## src/rtl/ebalu_pkg.sv

```systemverilog
`timescale 1ns / 1ps

package ebalu_pkg;

    typedef enum logic [4:0] {
        ACT_ADD     = 5'd0,
        ACT_ADC     = 5'd1,
        ACT_SUB     = 5'd2,
        ACT_SBC     = 5'd3,
        ACT_AND     = 5'd4,
        ACT_XOR     = 5'd5,
        ACT_OR      = 5'd6,
        ACT_CP      = 5'd7,
        ACT_INC     = 5'd8,
        ACT_DEC     = 5'd9,
        ACT_RLC     = 5'd10,
        ACT_RRC     = 5'd11,
        ACT_RL      = 5'd12,
        ACT_RR      = 5'd13,
        ACT_SLA     = 5'd14,
        ACT_SRA     = 5'd15,
        ACT_SWAP    = 5'd16,
        ACT_SRL     = 5'd17,
        ACT_BIT     = 5'd18,
        ACT_RES     = 5'd19,
        ACT_SET     = 5'd20,
        ACT_DAA     = 5'd21,
        ACT_RLCA    = 5'd22,
        ACT_RRCA    = 5'd23,
        ACT_RLA     = 5'd24,
        ACT_RRA     = 5'd25,
        ACT_ADD16   = 5'd26,
        ACT_ADD_SP  = 5'd27,
        ACT_LOAD_AF = 5'd28
    } t_action;

    // shift unit codes, shared by the prefixed group and the accumulator rotates
    localparam logic [2:0] SH_RLC  = 3'd0;
    localparam logic [2:0] SH_RRC  = 3'd1;
    localparam logic [2:0] SH_RL   = 3'd2;
    localparam logic [2:0] SH_RR   = 3'd3;
    localparam logic [2:0] SH_SLA  = 3'd4;
    localparam logic [2:0] SH_SRA  = 3'd5;
    localparam logic [2:0] SH_SWAP = 3'd6;
    localparam logic [2:0] SH_SRL  = 3'd7;

    // flag nibble bit positions: Z N H C
    localparam int FLAG_Z = 3;
    localparam int FLAG_N = 2;
    localparam int FLAG_H = 1;
    localparam int FLAG_C = 0;

    localparam logic [7:0] ACC_RESET   = 8'h01;
    localparam logic [3:0] FLAGS_RESET = 4'hB;

    localparam logic [3:0] DAA_LO_LIMIT = 4'd9;
    localparam logic [7:0] DAA_HI_LIMIT = 8'h99;
    localparam logic [7:0] DAA_LO_ADJ   = 8'h06;
    localparam logic [7:0] DAA_HI_ADJ   = 8'h60;

    typedef struct packed {
        t_action     action;
        logic [7:0]  operand;
        logic [2:0]  bit_index;
        logic [15:0] wide_left;
        logic [15:0] wide_right;
        logic        dest_is_acc;
    } t_alu_in;

    typedef struct packed {
        logic [7:0]  result;
        logic [15:0] wide_result;
        logic [3:0]  flag_bits;
        logic [7:0]  acc_value;
        logic        write_back;
    } t_alu_out;

    // returns {carry_out, result}
    function automatic logic [8:0] shift_op(input logic [2:0] code, input logic [7:0] v,
                                            input logic cin);
        logic [8:0] r;
        r = '0;
        case (code)
            SH_RLC:  r = {v[7], v[6:0], v[7]};
            SH_RRC:  r = {v[0], v[0], v[7:1]};
            SH_RL:   r = {v[7], v[6:0], cin};
            SH_RR:   r = {v[0], cin, v[7:1]};
            SH_SLA:  r = {v[7], v[6:0], 1'b0};
            SH_SRA:  r = {v[0], v[7], v[7:1]};
            SH_SWAP: r = {1'b0, v[3:0], v[7:4]};
            SH_SRL:  r = {v[0], 1'b0, v[7:1]};
            default: r = '0;
        endcase
        return r;
    endfunction

endpackage

```

## src/rtl/ebalu_exec.sv

```systemverilog
`timescale 1ns / 1ps

module ebalu_exec (
    input  ebalu_pkg::t_alu_in  i_op,
    input  logic [7:0]          i_acc,
    input  logic [3:0]          i_flags,
    output ebalu_pkg::t_alu_out o_res
);
    import ebalu_pkg::*;

    logic        cin;
    logic        k_add;
    logic        k_sub;
    logic [8:0]  add_sum;
    logic [4:0]  add_half;
    logic [8:0]  sub_diff;
    logic [4:0]  sub_half;
    logic [7:0]  inc_val;
    logic [7:0]  dec_val;
    logic [4:0]  cb_diff;
    logic [4:0]  ra_diff;
    logic [8:0]  cb_shift;
    logic [8:0]  ra_shift;
    logic [7:0]  bit_mask;
    logic [16:0] w_sum;
    logic [12:0] w_half;
    logic [15:0] sp_sum;
    logic [8:0]  sp_lo;
    logic [4:0]  sp_half;
    logic        daa_lo_need;
    logic        daa_hi_need;
    logic [7:0]  daa_adj;
    logic [7:0]  daa_val;
    logic        daa_c;

    logic [7:0]  res;
    logic [15:0] wide;
    logic [3:0]  f;
    logic [7:0]  a;
    logic        wb;

    assign cin   = i_flags[FLAG_C];
    assign k_add = (i_op.action == ACT_ADC) & cin;
    assign k_sub = (i_op.action == ACT_SBC) & cin;

    assign add_sum  = {1'b0, i_acc} + {1'b0, i_op.operand} + {8'b0, k_add};
    assign add_half = {1'b0, i_acc[3:0]} + {1'b0, i_op.operand[3:0]} + {4'b0, k_add};
    // top bit of the 9-bit difference is the borrow
    assign sub_diff = {1'b0, i_acc} - {1'b0, i_op.operand} - {8'b0, k_sub};
    assign sub_half = {1'b0, i_acc[3:0]} - {1'b0, i_op.operand[3:0]} - {4'b0, k_sub};

    assign inc_val = i_op.operand + 8'd1;
    assign dec_val = i_op.operand - 8'd1;

    assign cb_diff  = i_op.action - ACT_RLC;
    assign ra_diff  = i_op.action - ACT_RLCA;
    assign cb_shift = shift_op(cb_diff[2:0], i_op.operand, cin);
    assign ra_shift = shift_op({1'b0, ra_diff[1:0]}, i_acc, cin);

    assign bit_mask = 8'd1 << i_op.bit_index;

    assign w_sum  = {1'b0, i_op.wide_left} + {1'b0, i_op.wide_right};
    assign w_half = {1'b0, i_op.wide_left[11:0]} + {1'b0, i_op.wide_right[11:0]};

    assign sp_sum  = i_op.wide_left + {{8{i_op.operand[7]}}, i_op.operand};
    assign sp_lo   = {1'b0, i_op.wide_left[7:0]} + {1'b0, i_op.operand};
    assign sp_half = {1'b0, i_op.wide_left[3:0]} + {1'b0, i_op.operand[3:0]};

    // decimal adjust: add after an addition, subtract after a subtraction
    always_comb begin
        daa_lo_need = 1'b0;
        daa_hi_need = 1'b0;
        if (!i_flags[FLAG_N]) begin
            daa_lo_need = i_flags[FLAG_H] | (i_acc[3:0] > DAA_LO_LIMIT);
            daa_hi_need = i_flags[FLAG_C] | (i_acc > DAA_HI_LIMIT);
        end else begin
            daa_lo_need = i_flags[FLAG_H];
            daa_hi_need = i_flags[FLAG_C];
        end
        daa_adj = (daa_lo_need ? DAA_LO_ADJ : 8'h00) | (daa_hi_need ? DAA_HI_ADJ : 8'h00);
        daa_val = i_flags[FLAG_N] ? (i_acc - daa_adj) : (i_acc + daa_adj);
        daa_c   = i_flags[FLAG_N] ? i_flags[FLAG_C] : daa_hi_need;
    end

    always_comb begin
        res  = 8'h00;
        wide = 16'h0000;
        f    = i_flags;
        a    = i_acc;
        wb   = 1'b0;
        case (i_op.action)
            ACT_ADD, ACT_ADC: begin
                res = add_sum[7:0];
                f   = {res == 8'h00, 1'b0, add_half[4], add_sum[8]};
                a   = res;
                wb  = 1'b1;
            end
            ACT_SUB, ACT_SBC, ACT_CP: begin
                res = sub_diff[7:0];
                f   = {res == 8'h00, 1'b1, sub_half[4], sub_diff[8]};
                if (i_op.action != ACT_CP) begin
                    a  = res;
                    wb = 1'b1;
                end
            end
            ACT_AND: begin
                res = i_acc & i_op.operand;
                f   = {res == 8'h00, 1'b0, 1'b1, 1'b0};
                a   = res;
                wb  = 1'b1;
            end
            ACT_XOR: begin
                res = i_acc ^ i_op.operand;
                f   = {res == 8'h00, 3'b000};
                a   = res;
                wb  = 1'b1;
            end
            ACT_OR: begin
                res = i_acc | i_op.operand;
                f   = {res == 8'h00, 3'b000};
                a   = res;
                wb  = 1'b1;
            end
            ACT_INC: begin
                res = inc_val;
                f   = {res == 8'h00, 1'b0, i_op.operand[3:0] == 4'hF, cin};
                wb  = 1'b1;
                if (i_op.dest_is_acc) a = res;
            end
            ACT_DEC: begin
                res = dec_val;
                f   = {res == 8'h00, 1'b1, i_op.operand[3:0] == 4'h0, cin};
                wb  = 1'b1;
                if (i_op.dest_is_acc) a = res;
            end
            ACT_RLC, ACT_RRC, ACT_RL, ACT_RR, ACT_SLA, ACT_SRA, ACT_SWAP, ACT_SRL: begin
                res = cb_shift[7:0];
                f   = {res == 8'h00, 2'b00, cb_shift[8]};
                wb  = 1'b1;
                if (i_op.dest_is_acc) a = res;
            end
            ACT_BIT: begin
                res = i_op.operand;
                f   = {~|(i_op.operand & bit_mask), 1'b0, 1'b1, cin};
            end
            ACT_RES, ACT_SET: begin
                res = (i_op.action == ACT_RES) ? (i_op.operand & ~bit_mask)
                                               : (i_op.operand | bit_mask);
                wb  = 1'b1;
                if (i_op.dest_is_acc) a = res;
            end
            ACT_DAA: begin
                res = daa_val;
                f   = {daa_val == 8'h00, i_flags[FLAG_N], 1'b0, daa_c};
                a   = daa_val;
                wb  = 1'b1;
            end
            ACT_RLCA, ACT_RRCA, ACT_RLA, ACT_RRA: begin
                // accumulator rotates always clear Z
                res = ra_shift[7:0];
                f   = {3'b000, ra_shift[8]};
                a   = res;
                wb  = 1'b1;
            end
            ACT_ADD16: begin
                wide = w_sum[15:0];
                f    = {i_flags[FLAG_Z], 1'b0, w_half[12], w_sum[16]};
            end
            ACT_ADD_SP: begin
                wide = sp_sum;
                f    = {2'b00, sp_half[4], sp_lo[8]};
            end
            ACT_LOAD_AF: begin
                a    = i_op.wide_left[15:8];
                f    = i_op.wide_left[7:4];
                wide = {i_op.wide_left[15:4], 4'h0};
                res  = i_op.wide_left[15:8];
            end
            default: begin
                res = 8'h00;
            end
        endcase
    end

    assign o_res.result      = res;
    assign o_res.wide_result = wide;
    assign o_res.flag_bits   = f;
    assign o_res.acc_value   = a;
    assign o_res.write_back  = wb;

endmodule

```

## src/rtl/eight_bit_alu_with_flags_unit.sv

```systemverilog
// An accepted item waits in the input register, then moves to the result register on the outputs.
// Throughput: one item per cycle unless the output stalls; the exec logic between the input
//   and result registers also updates the accumulator and flags, so the next item sees them.
// Reset (synchronous, active low): both stages empty, accumulator 0x01, flags 0xB.
`timescale 1ns / 1ps

module eight_bit_alu_with_flags_unit (
    input  logic        i_clk,
    input  logic        i_rst_n,
    // input item channel
    input  logic        i_valid,
    output logic        o_stall,
    input  logic [4:0]  i_action,
    input  logic [7:0]  i_operand,
    input  logic [2:0]  i_bit_index,
    input  logic [15:0] i_wide_left,
    input  logic [15:0] i_wide_right,
    input  logic        i_dest_is_acc,
    // result item channel
    output logic        o_valid,
    input  logic        i_stall,
    output logic [7:0]  o_result,
    output logic [15:0] o_wide_result,
    output logic [3:0]  o_flag_bits,
    output logic [7:0]  o_acc_value,
    output logic        o_write_back
);
    import ebalu_pkg::*;

    // input stage: holds one accepted item until the result register has room
    t_alu_in    r_in;
    logic       r_in_valid;
    t_alu_in    n_in;
    logic       n_in_valid;

    // architectural state: accumulator and Z N H C
    logic [7:0] r_acc;
    logic [3:0] r_flags;
    logic [7:0] n_acc;
    logic [3:0] n_flags;

    // result stage
    t_alu_out   r_out;
    logic       r_out_valid;
    t_alu_out   n_out;
    logic       n_out_valid;

    t_alu_out   exec_res;
    logic       out_free;
    logic       advance;
    logic       accept;

    ebalu_exec u_exec (
        .i_op    (r_in),
        .i_acc   (r_acc),
        .i_flags (r_flags),
        .o_res   (exec_res)
    );

    // the result register frees up when empty or when its item is taken
    assign out_free = !r_out_valid || !i_stall;
    // move the held item into the result register and commit its state
    assign advance  = r_in_valid && out_free;
    // stall input only when the input stage is full and cannot drain this cycle
    assign o_stall  = r_in_valid && !out_free;
    assign accept   = i_valid && !o_stall;

    always_comb begin
        n_in        = r_in;
        n_in_valid  = r_in_valid;
        n_acc       = r_acc;
        n_flags     = r_flags;
        n_out       = r_out;
        n_out_valid = r_out_valid;

        if (advance) begin
            n_out       = exec_res;
            n_out_valid = 1'b1;
            n_acc       = exec_res.acc_value;
            n_flags     = exec_res.flag_bits;
            n_in_valid  = 1'b0;
        end else if (!i_stall) begin
            // result taken and nothing to replace it: drop valid
            n_out_valid = 1'b0;
        end

        if (accept) begin
            n_in.action      = t_action'(i_action);
            n_in.operand     = i_operand;
            n_in.bit_index   = i_bit_index;
            n_in.wide_left   = i_wide_left;
            n_in.wide_right  = i_wide_right;
            n_in.dest_is_acc = i_dest_is_acc;
            n_in_valid       = 1'b1;
        end
    end

    always_ff @(posedge i_clk) begin
        r_in  <= n_in;
        r_out <= n_out;
        if (!i_rst_n) begin
            r_in_valid  <= 1'b0;
            r_out_valid <= 1'b0;
            r_acc       <= ACC_RESET;
            r_flags     <= FLAGS_RESET;
        end else begin
            r_in_valid  <= n_in_valid;
            r_out_valid <= n_out_valid;
            r_acc       <= n_acc;
            r_flags     <= n_flags;
        end
    end

    assign o_valid       = r_out_valid;
    assign o_result      = r_out.result;
    assign o_wide_result = r_out.wide_result;
    assign o_flag_bits   = r_out.flag_bits;
    assign o_acc_value   = r_out.acc_value;
    assign o_write_back  = r_out.write_back;

endmodule

```

## config.mk

```make
export PLATFORM = sky130hd
export DESIGN_NAME = eight_bit_alu_with_flags_unit
export DESIGN_NICKNAME = d
export VERILOG_FILES = /design/src/rtl/ebalu_pkg.sv /design/src/rtl/ebalu_exec.sv /design/src/rtl/eight_bit_alu_with_flags_unit.sv
export SDC_FILE = /design/constraint.sdc
export NUM_CORES = 1
export LEC_CHECK = 0
export ABC_AREA = 1
export BUFFER_PORTS_ARGS = -buffer_cell sky130_fd_sc_hd__buf_2
export CORE_UTILIZATION = 40
export DETAILED_ROUTE_END_ITERATION = 10
export PLACE_DENSITY = 0.55
export SLEW_MARGIN = 20
export SYNTH_ARGS = -nofsm -noshare
export SYNTH_HDL_FRONTEND = slang
export SYNTH_SLANG_ARGS = --single-unit
```

## constraint.sdc

```tcl
create_clock -name i_clk -period 3.6 [get_ports i_clk]
set_clock_uncertainty 0.1 [all_clocks]
set_input_delay 0.18 -clock i_clk [delete_from_list [all_inputs] [get_ports i_clk]]
set_output_delay 0.18 -clock i_clk [all_outputs]
set_load 0.02 [all_outputs]
```

* Word level (Yosys, flattened, before mapping)
Index checks and enable logic that the tools add are counted.
** Word-level totals
- Bits in registers :: 100
- Bits of input ports :: 53
- Output and inout bits :: 39
- Logic and storage cells :: 144
** Cells by class
- $add $sub $neg :: 19
- Order comparisons :: 2
- Equal/unequal tests :: 41
- Shift-type cells :: 1
- Multiplexer cells :: 24
- Bitwise operators :: 12
- Reduce and logical (&&, ||, !) cells :: 30
** Operators by type and width (count)
- $pmux W8 S13 :: 1
- $pmux W8 S12 :: 1
- $logic_not A8 Y1 :: 9
- $pmux W9 S8 :: 1
- $eq A5 B5 Y1 const B :: 13
- $mux W8 :: 7
- $pmux W4 S14 :: 1
- $pmux W16 S3 :: 1
- $eq A5 B4 Y1 const B :: 8
- $pmux W9 S4 :: 1
- $and A8 B8 Y8 :: 3
- $or A8 B8 Y8 :: 3
- $reduce_or A22 Y1 :: 1
- $eq A5 B3 Y1 const B :: 4
- $add A8 B8 Y9 :: 2
- $add A16 B16 Y17 :: 1
- $add A16 B16 Y16 :: 1
- $reduce_or A8 Y1 :: 2
- $add A12 B12 Y13 :: 1
- $eq A3 B3 Y1 const B :: 4
- $add A4 B4 Y5 :: 2
- $eq A5 B2 Y1 const B :: 2
- $add A9 B1 Y9 :: 1
- $sub A8 B8 Y9 :: 1
- 40 further kinds :: 58

* Logic depth before layout (Yosys ltp)
- Depth after elaboration :: 9
- Gate-level depth with buffers :: 22
- Gate-level depth less buffers :: 22

* By module
A second synthesis with hierarchy kept.
** Second synthesis, totals
- Cell total of the unflattened synthesis :: 1346
- Area, all modules :: 9606.7 um^2
** By module, submodules not included
- ebalu_exec :: instances 1, cells an instance 1178, area an instance 6329.8 um^2, seq. area each 0.0 um^2
- eight_bit_alu_with_flags_unit :: instances 1, cells an instance 168, area an instance 3276.9 um^2, seq. area each 2862.7 um^2

* Least setup slack after synthesis
No wires, ideal clock.
- Path kind :: register -> register
- Start :: reg r_in[47] in the netlist's numbering
- End :: reg r_out (netlist bit o_result[4]), data pin
- Library setup time :: 265 ps
- Arrival :: 2875 ps
- Data required time :: 3235 ps
- Path slack :: 359 ps
- Cell stages (with the launch flop) :: 13
- Buffers on the path :: 1
- Clock period less this slack :: 3241 ps
- Cell sequence :: edfxtp_1 > buf_6 > nor2_2 > nand4_1 > fa_1 > fa_1 > or2_2 > nand2_1 > nand2_1 > xor2_1 > or2_2 > nand3_1 > or3_1
** RTL lines
- start, declared :: line eight_bit_alu_with_flags_unit.sv:31 : t_alu_in r_in;
- start signal, assigned :: line eight_bit_alu_with_flags_unit.sv:99 : r_in <= n_in;
- end signal, assigned :: line eight_bit_alu_with_flags_unit.sv:100 : r_out <= n_out;
- end, declared :: line eight_bit_alu_with_flags_unit.sv:43 : t_alu_out r_out;

==> results.cfg <==
[synthesis]
ys_top_cells_by_area = edfxtp_1 (28%), nand2_1 (14%), ha_1 (10%)
ys_warn_count = 0
syn_inst = 1295
syn-num-nets = 1430
synth.ff_latch_count = 100
ys_types = 53
yosys.area.top_type_share = 0.280
yosysTopAreaCell = edfxtp_1
yosysSeqAreaShare = 0.310
avgSynthCellArea_um2 = 7.13
synth_area_um2 = 9230

[pwr]
power_density_nw_per_um2 = 346
p_leak_uw = 0.00534
vdd_drop_max_uv = 219

[worst_setup_path]
cp_top_family = simple AND/OR/NAND/NOR gates
cp_num_buf_inv = 1
end_kind = register
crit_type = register to register
r2r_slack_ns = 0.23
timing.critical_path.slowest_cell_delay_ns = 0.52
path_depth = 12
critical_path.slowest_cell = fa_1
regToRegEndpoint = o_result[4]$_DFFE_PP_
critPathRequiredTime_ns = 3.62
crit_chain = nand2_4, inv_4, nand4_1, fa_1, fa_1, or2_2, nand2_1, nand2_1, xor2_2, or2_2, nand3_1, or3_1
arrival_ns = 3.39
startpoint_type = register
r2r_start = r_in[45]$_DFFE_PP_
critical_path.max_fanout = 6
r2r_cells = 12

[hold_path]
hold_path_class = input port to register
min_to = o_valid$_SDFFE_PN0P_
min_path_cells = 3
min_from = i_stall

[layout]
nFillCells = 2319
area_growth_pct = 20.2
layout.nets = 1606
diodes = 0
final_cell_mix = nand2_1 (344), nand3_1 (133), inv_1 (130)
final_common_cell = nand2_1
drive_gt1_frac = 0.150

[sta]
drv_slew = 0
period_share = 0.936
finalSetupTns_ns = 0
setup_viol_count_final = 0
relSlewSlack = 0.329
grt_setup_unrepaired = false
worst_slew_pin_slew_ns = 1.01
fin_crit_ns = 3.37
fmaxAchievable_mhz = 297
hold_viol = 0
whs_ns = 0.0115

[flow_run]
maxCapViolCount = 0

[clock_network]
cts_root_buf = clkbuf_16
cts_tree = built
htree_levels = 3
cts.path.max_buffers = 2
cts_buffers = 9
clock_latency_ns = 0.37
clkSinkCount = 100
clk_pin_slew_worst_paths_ns = 0.08

[drt]
via_count = 9681
drt_iter0_markers = 664
wire_per_inst_um = 20.5
viasPerCell = 5.50
route.detailed.drc = 0
drtAntennaViolNets = 0
drt_pass1_iterations = 7
wl_mm = 36.1

[floorplanning]
die_y_um = 154
fp.dieW_um = 154
io-pin-count = 92
core_um2 = 22600
die-area_um2 = 23700
initial_core_util = 0.408
rows = 55

[global_routing]
grt_pass1_wl_mm = 54.7
grt_use_total = 0.311
grt_pass1_vias = 9227
grt_max_degree = 50
grt-ovfl-total = 0
antenna_found_initial = 0

[place]
hpwl_mm = 28.0
port_buffers = 91
place_congestion = 1.03

[status]
status = completed
synthesized netlist by cell type (all sizes together):
master	number
nand2	352
inv	144
nand3	140
nor2	131
edfxtp	86
o21ai	80
a21oi	76
ha	76
nand4	40
buf	17
or2	17
nor3	15
dfxtp	14
o211ai	14
xor2	13
clkbuf	12
o22ai	8
a31oi	7
nand3b	7
fa	6
a21boi	5
a21o	5
clkinv	4
nor4	4
o2111ai	3
o21a	3
o21bai	3
xnor2	3
a211oi	2
a22o	2
and2	2
a22oi	1
nor3b	1
o221ai	1
or3	1
kinds of logic after synthesis:
logic type,share of synthesized area
buffers and inverters,0.0789
and+or+nand+nor,0.351
DFF,0.310
AOI/OAI and AO/OA,0.129
adders and majority gates,0.116
xor gates and xnor gates,0.0152
registers in the layout (all words and copies together) (netlist names):
| name | count |
|---|---|
| o_result | 8 |
| o_wide_result | 16 |
| r_in_valid | 1 |
| r_flags | 4 |
| o_valid | 1 |
| o_write_back | 1 |
| r_acc | 8 |
| o_acc_value | 8 |
| r_in | 49 |
| o_flag_bits | 4 |
worst reg2reg max path: cells and delay by family (launching register included):
kind,cells,cell delay (ns)
XOR/XNOR,1,0.20
adder cells (fa/ha/maj),2,0.98
buffers and inverters,1,0.11
flip-flops,1,0.43
AND/OR/NAND/NOR,8,1.30
worst max-delay path by stage:
stage / from / to / slack [ns]
5_1_grt: r_acc[2]$_SDFFE_PN0P_ / o_flag_bits[3]$_DFFE_PP_ / 0.03
4_1_cts: r_in[45]$_DFFE_PP_ / o_result[4]$_DFFE_PP_ / 0.23
3_3_place_gp: r_acc[2]$_SDFFE_PN0P_ / o_flag_bits[3]$_DFFE_PP_ / 0.25
2_1_floorplan: r_in[47]$_DFFE_PP_ / o_result[4]$_DFFE_PP_ / 0.36
6_report: r_in[45]$_DFFE_PP_ / o_result[4]$_DFFE_PP_ / 0.23
3_5_place_dp: r_in[45]$_DFFE_PP_ / o_result[4]$_DFFE_PP_ / 0.27
per-layer routing:
metal  GRT usage  routed length [µm]
met5           0                   0
met3      0.0468                2180
met2       0.527               17200
met4       0.135                1410
met1       0.394               15300
where the power goes:
group / switching (µW) / internal (µW) / leakage [µW]
Sequential: 53.1 / 1350 / 0.000958
Combinational: 930 / 491 / 0.00424
Clock: 521 / 493 / 0.000144
what timing repair did:
action                                 CTS  global route
buffers inserted                         0             0
endpoints found under the hold margin   52             0
hold buffers                            51             0
resized for setup                        0             2
setup endpoints to repair                0             4
cell type report:
type                       instances  area [µm²]  share of cell area
multi-input combinational       1018        5660               0.510
sequential                       100        2860               0.258
timing repair buffer             194        1360               0.122
inverter                         148         561              0.0505
tap                              285         357              0.0321
clock buffer                      10         229              0.0206
clock inverter                     6        65.1             0.00587
through the flow:
stage	instance area (µm²)	instances	setup slack [ns]	total power [µW]	util
global route	11100	1761	0.0291	4050	0.490
detailed placement	10300	1694	0.268	2780	0.454
global placement	10300	1694	0.249	2790	0.454
finish	11100	1761	0.231	3840	0.490
floorplan	9230	1295	0.359	2310	-
CTS	11100	1761	0.228	3840	0.489
Note: power is estimated with default switching activity, not from simulation.
